## src/design/sidec_pkg.sv

```systemverilog
// Package for the signed integer to decimal ASCII converter.
// Holds field widths, character codes, BCD constants and the cell control type.
// No dependencies.
`default_nettype none

package sidec_pkg;

  // Field widths.
  localparam int VALUE_W = 32;
  localparam int CHAR_W  = 8;
  localparam int DIGIT_W = 4;

  // A 32-bit magnitude needs ten decimal digits.
  localparam int NUM_DIGITS = 10;

  // Counter widths.
  localparam int BIT_CNT_W = $clog2(VALUE_W);
  localparam int REMAIN_W  = $clog2(NUM_DIGITS + 1);

  // ASCII codes.
  localparam logic [CHAR_W-1:0] CHAR_ZERO  = 8'd48;
  localparam logic [CHAR_W-1:0] CHAR_MINUS = 8'd45;

  // Double-dabble correction: a digit of five or more gets three added
  // before it is doubled, so that it carries into the next decade.
  localparam logic [DIGIT_W-1:0] BCD_ADJ_LIMIT = 4'd5;
  localparam logic [DIGIT_W-1:0] BCD_ADJ       = 4'd3;

  // Control that the sequencer hands to every digit cell.
  typedef struct packed {
    logic clear;    // load zero into the digit
    logic convert;  // one double-dabble step
    logic shift;    // move digits one place toward the top
  } cell_ctrl_t;

endpackage

`default_nettype wire

```

## src/design/sidec_stream_if.sv

```systemverilog
// Valid/ready stream interfaces for the converter's input and output channels.
// Depends on sidec_pkg for field widths.
`default_nettype none

interface sidec_in_if;
  import sidec_pkg::*;
  logic                      valid;
  logic                      ready;
  logic signed [VALUE_W-1:0] value;

  modport source (output valid, output value, input ready);
  modport sink   (input valid, input value, output ready);
endinterface

interface sidec_out_if;
  import sidec_pkg::*;
  logic              valid;
  logic              ready;
  logic [CHAR_W-1:0] character;
  logic              last;

  modport source (output valid, output character, output last, input ready);
  modport sink   (input valid, input character, input last, output ready);
endinterface

`default_nettype wire

```

## src/design/sidec_bcd_cell.sv

```systemverilog
// One decimal digit cell of the double-dabble chain.
// Depends on sidec_pkg for the digit width, BCD constants and control struct.
`default_nettype none

module sidec_bcd_cell (
  input  wire                              clk_i,
  input  wire                              rst_ni,
  input  sidec_pkg::cell_ctrl_t            ctrl_i,
  input  wire                              sin_i,
  input  wire  [sidec_pkg::DIGIT_W-1:0]    din_i,
  output logic                             sout_o,
  output logic [sidec_pkg::DIGIT_W-1:0]    digit_o
);
  import sidec_pkg::*;

  logic [DIGIT_W-1:0] digit_q;
  logic [DIGIT_W-1:0] digit_d;
  logic [DIGIT_W-1:0] adj;

  // Add three to digits of five or more; the top bit then carries upward.
  assign adj    = (digit_q >= BCD_ADJ_LIMIT) ? (digit_q + BCD_ADJ) : digit_q;
  assign sout_o = adj[DIGIT_W-1];

  // Next digit: clear, shift in one magnitude bit, or take the lower digit.
  always_comb begin
    digit_d = digit_q;
    if (ctrl_i.clear) begin
      digit_d = '0;
    end else if (ctrl_i.convert) begin
      digit_d = {adj[DIGIT_W-2:0], sin_i};
    end else if (ctrl_i.shift) begin
      digit_d = din_i;
    end
  end

  always_ff @(posedge clk_i or negedge rst_ni) begin
    if (!rst_ni) begin
      digit_q <= '0;
    end else begin
      digit_q <= digit_d;
    end
  end

  assign digit_o = digit_q;

endmodule

`default_nettype wire

```

## src/design/signed_int_to_decimal_ascii.sv

```systemverilog
// Signed 32-bit integer to decimal ASCII text, one character per transaction.
// Steps: the magnitude is shifted bit by bit through the digit cells (double dabble),
// then a minus sign goes out when the value is negative, leading zeros are skipped and
// the digits follow, most significant first.
// A new number is taken only in idle, once the last character of the previous one has
// gone out; a stalled output holds the block.
// Reset: rst_ni is asynchronous and active low; the block returns to idle.
`default_nettype none

module signed_int_to_decimal_ascii (
  input  wire         clk_i,
  input  wire         rst_ni,
  sidec_in_if.sink    in_i,
  sidec_out_if.source out_o
);
  import sidec_pkg::*;

  typedef enum logic [1:0] {
    ST_IDLE,
    ST_CONVERT,
    ST_EMIT
  } state_e;

  state_e                state_q;
  logic [VALUE_W-1:0]    mag_q;
  logic [BIT_CNT_W-1:0]  bit_cnt_q;
  logic [REMAIN_W-1:0]   remain_q;
  logic                  sign_pend_q;
  logic                  started_q;

  logic                  in_hs;
  logic                  out_hs;
  logic                  lead_zero;
  logic [VALUE_W-1:0]    raw;
  logic [DIGIT_W-1:0]    top_digit;
  cell_ctrl_t            cell_ctrl;

  logic [DIGIT_W-1:0]    digit [NUM_DIGITS];
  logic [NUM_DIGITS-1:0] sin;
  logic [NUM_DIGITS-2:0] carry;

  // Handshakes.
  assign in_i.ready = (state_q == ST_IDLE);
  assign in_hs      = in_i.valid && in_i.ready;
  assign out_hs     = out_o.valid && out_o.ready;
  assign raw        = in_i.value;

  // Leading zeros are skipped, but the last digit always goes out.
  assign top_digit = digit[NUM_DIGITS-1];
  assign lead_zero = !started_q && (top_digit == '0) && (remain_q != REMAIN_W'(1));

  // Output channel, driven from registers.
  assign out_o.valid     = (state_q == ST_EMIT) && (sign_pend_q || !lead_zero);
  assign out_o.character = sign_pend_q ? CHAR_MINUS
                                       : (CHAR_ZERO + {{(CHAR_W-DIGIT_W){1'b0}}, top_digit});
  assign out_o.last      = !sign_pend_q && (remain_q == REMAIN_W'(1));

  // Cell control.
  always_comb begin
    cell_ctrl.clear   = in_hs;
    cell_ctrl.convert = (state_q == ST_CONVERT);
    cell_ctrl.shift   = (state_q == ST_EMIT) && !sign_pend_q && (lead_zero || out_hs);
  end

  // Chain of digit cells, least significant first.
  assign sin[0] = mag_q[VALUE_W-1];
  for (genvar k = 1; k < NUM_DIGITS; k++) begin : g_sin
    assign sin[k] = carry[k-1];
  end

  for (genvar k = 0; k < NUM_DIGITS; k++) begin : g_cell
    if (k == 0) begin : g_low
      sidec_bcd_cell u_cell (
        .clk_i   (clk_i),
        .rst_ni  (rst_ni),
        .ctrl_i  (cell_ctrl),
        .sin_i   (sin[k]),
        .din_i   ({DIGIT_W{1'b0}}),
        .sout_o  (carry[k]),
        .digit_o (digit[k])
      );
    end else if (k == NUM_DIGITS - 1) begin : g_top
      sidec_bcd_cell u_cell (
        .clk_i   (clk_i),
        .rst_ni  (rst_ni),
        .ctrl_i  (cell_ctrl),
        .sin_i   (sin[k]),
        .din_i   (digit[k-1]),
        .sout_o  (),
        .digit_o (digit[k])
      );
    end else begin : g_mid
      sidec_bcd_cell u_cell (
        .clk_i   (clk_i),
        .rst_ni  (rst_ni),
        .ctrl_i  (cell_ctrl),
        .sin_i   (sin[k]),
        .din_i   (digit[k-1]),
        .sout_o  (carry[k]),
        .digit_o (digit[k])
      );
    end
  end

  // Sequencer: take a value, run the conversion, then walk the digits out.
  always_ff @(posedge clk_i or negedge rst_ni) begin
    if (!rst_ni) begin
      state_q     <= ST_IDLE;
      mag_q       <= '0;
      bit_cnt_q   <= '0;
      remain_q    <= '0;
      sign_pend_q <= 1'b0;
      started_q   <= 1'b0;
    end else begin
      case (state_q)
        ST_IDLE: begin
          if (in_hs) begin
            mag_q       <= raw[VALUE_W-1] ? (VALUE_W'(0) - raw) : raw;
            sign_pend_q <= raw[VALUE_W-1];
            bit_cnt_q   <= BIT_CNT_W'(VALUE_W - 1);
            state_q     <= ST_CONVERT;
          end
        end
        ST_CONVERT: begin
          mag_q     <= {mag_q[VALUE_W-2:0], 1'b0};
          bit_cnt_q <= bit_cnt_q - BIT_CNT_W'(1);
          if (bit_cnt_q == '0) begin
            remain_q  <= REMAIN_W'(NUM_DIGITS);
            started_q <= 1'b0;
            state_q   <= ST_EMIT;
          end
        end
        ST_EMIT: begin
          if (sign_pend_q) begin
            if (out_hs) begin
              sign_pend_q <= 1'b0;
            end
          end else if (lead_zero) begin
            remain_q <= remain_q - REMAIN_W'(1);
          end else if (out_hs) begin
            started_q <= 1'b1;
            remain_q  <= remain_q - REMAIN_W'(1);
            if (remain_q == REMAIN_W'(1)) begin
              state_q <= ST_IDLE;
            end
          end
        end
        default: begin
          state_q <= ST_IDLE;
        end
      endcase
    end
  end

endmodule

`default_nettype wire

```

## src/flat_wrapper.sv

```systemverilog
// flat-port wrapper written by rule: the top's interface ports become plain ports
module signed_int_to_decimal_ascii_flat import sidec_pkg::*;
  (clk_i, rst_ni, in_i_valid, in_i_value, in_i_ready, out_o_valid, out_o_character, out_o_last, out_o_ready);
  sidec_in_if in_i_i ();
  sidec_out_if out_o_i ();
  input  wire clk_i;
  input  wire rst_ni;
  input wire logic [$bits(in_i_i.valid)-1:0] in_i_valid;
  input wire logic [$bits(in_i_i.value)-1:0] in_i_value;
  output wire logic [$bits(in_i_i.ready)-1:0] in_i_ready;
  output wire logic [$bits(out_o_i.valid)-1:0] out_o_valid;
  output wire logic [$bits(out_o_i.character)-1:0] out_o_character;
  output wire logic [$bits(out_o_i.last)-1:0] out_o_last;
  input wire logic [$bits(out_o_i.ready)-1:0] out_o_ready;
  assign in_i_i.valid = in_i_valid;
  assign in_i_i.value = in_i_value;
  assign in_i_ready = in_i_i.ready;
  assign out_o_valid = out_o_i.valid;
  assign out_o_character = out_o_i.character;
  assign out_o_last = out_o_i.last;
  assign out_o_i.ready = out_o_ready;
  signed_int_to_decimal_ascii u_core (.clk_i(clk_i), .rst_ni(rst_ni), .in_i(in_i_i), .out_o(out_o_i));
endmodule
```

## config.mk

```make
export PLATFORM = sky130hd
export DESIGN_NAME = signed_int_to_decimal_ascii_flat
export DESIGN_NICKNAME = d
export VERILOG_FILES = /design/src/design/sidec_pkg.sv /design/src/design/sidec_stream_if.sv /design/src/design/sidec_bcd_cell.sv /design/src/design/signed_int_to_decimal_ascii.sv /design/src/flat_wrapper.sv
export SDC_FILE = /design/constraint.sdc
export NUM_CORES = 1
export LEC_CHECK = 0
export ABC_CLOCK_PERIOD_IN_PS = 2110
export BUFFER_PORTS_ARGS = -buffer_cell sky130_fd_sc_hd__buf_2
export CAP_MARGIN = 25
export CORE_MARGIN = 3
export CORE_UTILIZATION = 55
export CTS_CLUSTER_SIZE = 28
export DETAILED_ROUTE_END_ITERATION = 6
export GPL_TIMING_DRIVEN = 0
export MAX_ROUTING_LAYER = met4
export PLACE_DENSITY = 0.77
export SYNTH_ARGS = -nofsm -noshare
export SYNTH_HDL_FRONTEND = slang
export SYNTH_SLANG_ARGS = --single-unit
```

## constraint.sdc

```tcl
create_clock -name clk_i -period 2.11 [get_ports clk_i]
set_input_delay 0.211 -clock clk_i [delete_from_list [all_inputs] [get_ports clk_i]]
set_output_delay 0.211 -clock clk_i [all_outputs]
set_load 0.02 [all_outputs]
```

==> flow_summary.yaml <==
status:
  status: "finished with violations"
  violations: "setup timing"
timing:
  final.period_utilization_pct: 111
  clock-skew-final_ps: 4.15
  slew_violations: 0
  worst_pin_slew_ps: 756
  hold_slack_ps: 146
  setup_viol: 45
  timing_hold_violations_final: 0
  finalWorstPathRequiredPeriod_ps: 2340
  layout_setup_ws_ps: -232
  fmax_mhz: 427
  grt_setup_unrepaired: "true"
  relSlewSlack_pct: 49.6
die:
  core_area_um2: 10000
  fp.dieArea_um2: 11800
  core.rowCount: 36
  design.portCount: 47
  floorplan.initialDensity_pct: 57.8
  fp.dieW_um: 109
  dieHeight_um: 109
synth:
  yosysUniqueCellTypes: 62
  yosys-mux-area-fraction_pct: 3.25
  synth-warning-count: 0
  synth_simple_gate_area_share_pct: 17.5
  yosys.area.top_type: "sky130_fd_sc_hd__dfrtp_1"
  synthesized_instance_count: 668
  syn-cell-area_um2: 5780
  synth_sequential_area_ratio_pct: 36.8
  yosys.area_share.adder_pct: 6.28
  synth_top_area_share_pct: 36.8
  postSynth.asyncResetShare_pct: 100
  synth_top_flop_cell: "sky130_fd_sc_hd__dfrtp_1"
  ys_ff_latch: 85
  post_synth_main_area_contributors: "sky130_fd_sc_hd__dfrtp_1 37%, sky130_fd_sc_hd__ha_1 6.3%, sky130_fd_sc_hd__a21oi_1 5.0%"
  post_synth_xor_area_fraction_pct: 6.06
  avg_inst_size_synth_um2: 8.66
  largest_family_of_logic_cells_by_synthesized_area: "compound AO/OA/AOI/OAI gates"
  synth_compound_area_share_pct: 24.4
  post_synth_edffs: 0
run:
  cap_viol_max_count: 0
drt:
  met3RoutedLength_um: 1220
  drt-met1-wl_um: 7030
  dr.pass1.iters: 5
  topRoutingLayerUsed: "met4"
  routed_via_density: 6.36
  wl_um: 16500
  drcViolationCount: 0
  met2WireLength_um: 7930
  routedWlPerCell_um: 18.6
  post_route_ant_nets: 0
  drt-initial-drc-count: 567
  num_vias: 5645
critical_path:
  regToRegStartpoint: "u_core.g_cell[9].g_top.u_cell.digit_o[0]$_DFFE_PN0P_"
  worstPathMaxFanout: 4
  rr_worst_depth: 9
  regToRegSetupSlack_ps: -230
  timing.critical_path.to: "u_core.g_cell[1].g_mid.u_cell.digit_o[2]$_DFFE_PN0P_"
  r2r_end: "u_core.g_cell[1].g_mid.u_cell.digit_o[2]$_DFFE_PN0P_"
  timing.critical_path.from: "u_core.g_cell[9].g_top.u_cell.digit_o[0]$_DFFE_PN0P_"
  worstSetupPathType: "reg2reg"
  setup.worst_path.start_class: "flop"
  crit_required_ps: 2350
  critical_path.endpoint_type: "flop"
  critical_path_arrival_ps: 2590
placement:
  place_hpwl_um: 11000
  placedCellCount: 845
  port_buffers: 42
  gp_congestion: 0.967
finish:
  instances_no_fill: 888
  area_growth_syn_to_layout_pct: 20.3
  antenna_cells: 0
  final_net_count: 815
  fin_util_pct: 69.6
  layout-drive-gt1-share_pct: 22.5
clock_tree:
  clock_path_buffers: 2
  tritoncts: "built"
  tritoncts_num_sinks: 85
  tritoncts.num_buffers: 9
  cts_root_buf: "sky130_fd_sc_hd__clkbuf_8"
  cts-htree-levels: 3
  clkTransAtPathRegs_ps: 80
  clock_network_latency_to_the_later_pin_of_the_worst_skew_pair_ps: 370
min_path:
  hold_class: "in2reg"
global_route:
  first_global_vias: 5406
  number_of_antenna_violations_at_the_first_check_in_global_routing: 0
  wire_length_of_the_first_global_routing_pass_um: 26500
  grt_usage_pct: 29.3
  grt_max_degree: 52
  grt_remaining_overflow: 0
power:
  leakage_nw: 2.98
  p_per_area_nw_per_um2: 1510
  irDropWorstVdd_v: 0.000733
-- cell usage after synthesis, drive strengths merged, types with 11 or more instances --
master and number:
dfrtp 85, a21oi 58, o21ai 52, nand2 48, nor2 40, inv 37
clkbuf 30, ha 29, nor3 28, a211oi 26, xor2 22, xnor2 18
mux2i 12, nand2b 12, nor3b 12, or3 12, buf 11, nand3 11
o22ai 11, o31ai 11
-- kinds of logic (layout without fill, tap and decap cells) --
| kind of cell | after synthesis | in the layout |
|---|---|---|
| xor+xnor | 40 | 40 |
| compound gates | 218 | 218 |
| simple gates | 196 | 196 |
| fa+ha+maj | 29 | 29 |
| buf+inv | 80 | 166 |
| mux | 18 | 18 |
| flops | 85 | 85 |
| other cells | 2 | 3 |
-- how the worst min path moves through the flow --
stage / endpoint / slack [ps] / depth (start not counted) / startpoint
after floorplan: u_core.bit_cnt_q[0]$_DFFE_PN0P_ / -80 / 0 / rst_ni
after global placement: u_core.mag_q[8]$_DFFE_PN0P_ / 460 / 1 / u_core.mag_q[8]$_DFFE_PN0P_
after detailed placement: u_core.g_cell[5].g_mid.u_cell.digit_o[0]$_DFFE_PN0P_ / 210 / 1 / rst_ni
after CTS: u_core.mag_q[0]$_DFFE_PN0P_ / 160 / 3 / in_i_value[0]
after global routing: u_core.mag_q[29]$_DFFE_PN0P_ / 160 / 3 / in_i_value[29]
final: u_core.mag_q[0]$_DFFE_PN0P_ / 150 / 3 / in_i_value[0]
-- metrics by stage --
stage | TNS (ps) | setup slack [ps] | total power (W) | cell area, um2
6_report | -6770 | -232 | 0.0105 | 6960
2_1_floorplan | -488 | -62.0 | 0.00676 | 5820
5_1_grt | -9900 | -288 | 0.0112 | 6960
4_1_cts | -7100 | -251 | 0.00997 | 6760
3_5_place_dp | -28130 | -577 | 0.00820 | 6230
3_3_place_gp | -24590 | -536 | 0.00796 | 6200
-- area by class of cell --
type	count	area, um2
fill	771	3040
inverter	39	150
sequential	85	2130
buffer	39	246
clock buffer	12	155
tap	133	166
clock inverter	4	70.1
multi-input combinational	504	3530
timing repair buffer	72	507
-- critical path: stages, from the launching register on --
cell and delay (ps):
sky130_fd_sc_hd__dfrtp_1 390, sky130_fd_sc_hd__inv_2 90, sky130_fd_sc_hd__ha_4 130, sky130_fd_sc_hd__or4b_4 470, sky130_fd_sc_hd__a2111o_2 550, sky130_fd_sc_hd__buf_6 180, sky130_fd_sc_hd__buf_4 140, sky130_fd_sc_hd__nor3_2 110
sky130_fd_sc_hd__a211o_1 120, sky130_fd_sc_hd__nor2_1 40
-- cell usage in the layout (no fill, tap or decap), types with 9 or more instances in the layout --
cell | synthesis | layout
sky130_fd_sc_hd__clkbuf_2 | 0 | 9
sky130_fd_sc_hd__clkbuf_8 | 0 | 12
sky130_fd_sc_hd__nand2_1 | 48 | 40
sky130_fd_sc_hd__nand2b_1 | 12 | 12
sky130_fd_sc_hd__o22ai_1 | 11 | 11
sky130_fd_sc_hd__clkbuf_1 | 30 | 14
sky130_fd_sc_hd__o31ai_1 | 11 | 11
sky130_fd_sc_hd__nor3_1 | 27 | 21
sky130_fd_sc_hd__buf_2 | 1 | 45
sky130_fd_sc_hd__or3_1 | 12 | 12
sky130_fd_sc_hd__nand3_1 | 11 | 11
sky130_fd_sc_hd__xnor2_1 | 18 | 18
sky130_fd_sc_hd__buf_4 | 3 | 22
sky130_fd_sc_hd__inv_1 | 37 | 35
sky130_fd_sc_hd__nor2_1 | 40 | 38
sky130_fd_sc_hd__buf_6 | 2 | 11
sky130_fd_sc_hd__ha_1 | 29 | 26
sky130_fd_sc_hd__mux2i_1 | 12 | 11
sky130_fd_sc_hd__dfrtp_1 | 85 | 85
sky130_fd_sc_hd__a21oi_1 | 58 | 56
sky130_fd_sc_hd__xor2_1 | 22 | 22
sky130_fd_sc_hd__a211oi_1 | 26 | 22
sky130_fd_sc_hd__nor3b_1 | 12 | 12
sky130_fd_sc_hd__a31oi_1 | 9 | 9
sky130_fd_sc_hd__o21ai_0 | 51 | 47
-- what timing repair did --
item,4_1_cts,5_1_grt
cloned,1,0
setup buffers,20,7
endpoints found under the hold margin,34,0
pin swaps,9,15
setup endpoints to repair,83,82
resized for setup,46,48
hold buffers,1,0
-- where the power goes --
group / switching [W] / leakage, nW / internal, W
clock network: 0.000610 / 0.116 / 0.000729
logic: 0.00352 / 1.83 / 0.00256
registers: 0.000706 / 1.03 / 0.00237
total: 0.00484 / 2.98 / 0.00566
-- state kept, by name, indices dropped and copies added, names as in the netlist --
| name | count |
|---|---|
| u_core.bit_cnt_q | 5 |
| u_core.started_q | 1 |
| u_core.state_q | 2 |
| u_core.g_cell.g_mid.u_cell.digit_o | 32 |
| u_core.mag_q | 32 |
| u_core.remain_q | 4 |
| u_core.g_cell.g_low.u_cell.digit_o | 4 |
| u_core.sign_pend_q | 1 |
| u_core.g_cell.g_top.u_cell.digit_o | 4 |
-- metal layers --
layer,vias up,global-route usage [%]
met2,252,47.1
met4,0,8.48
met5,-,-
met3,38,5.61
li1,2600,-
met1,2755,37.8
Note: power is estimated with default switching activity, not from simulation.
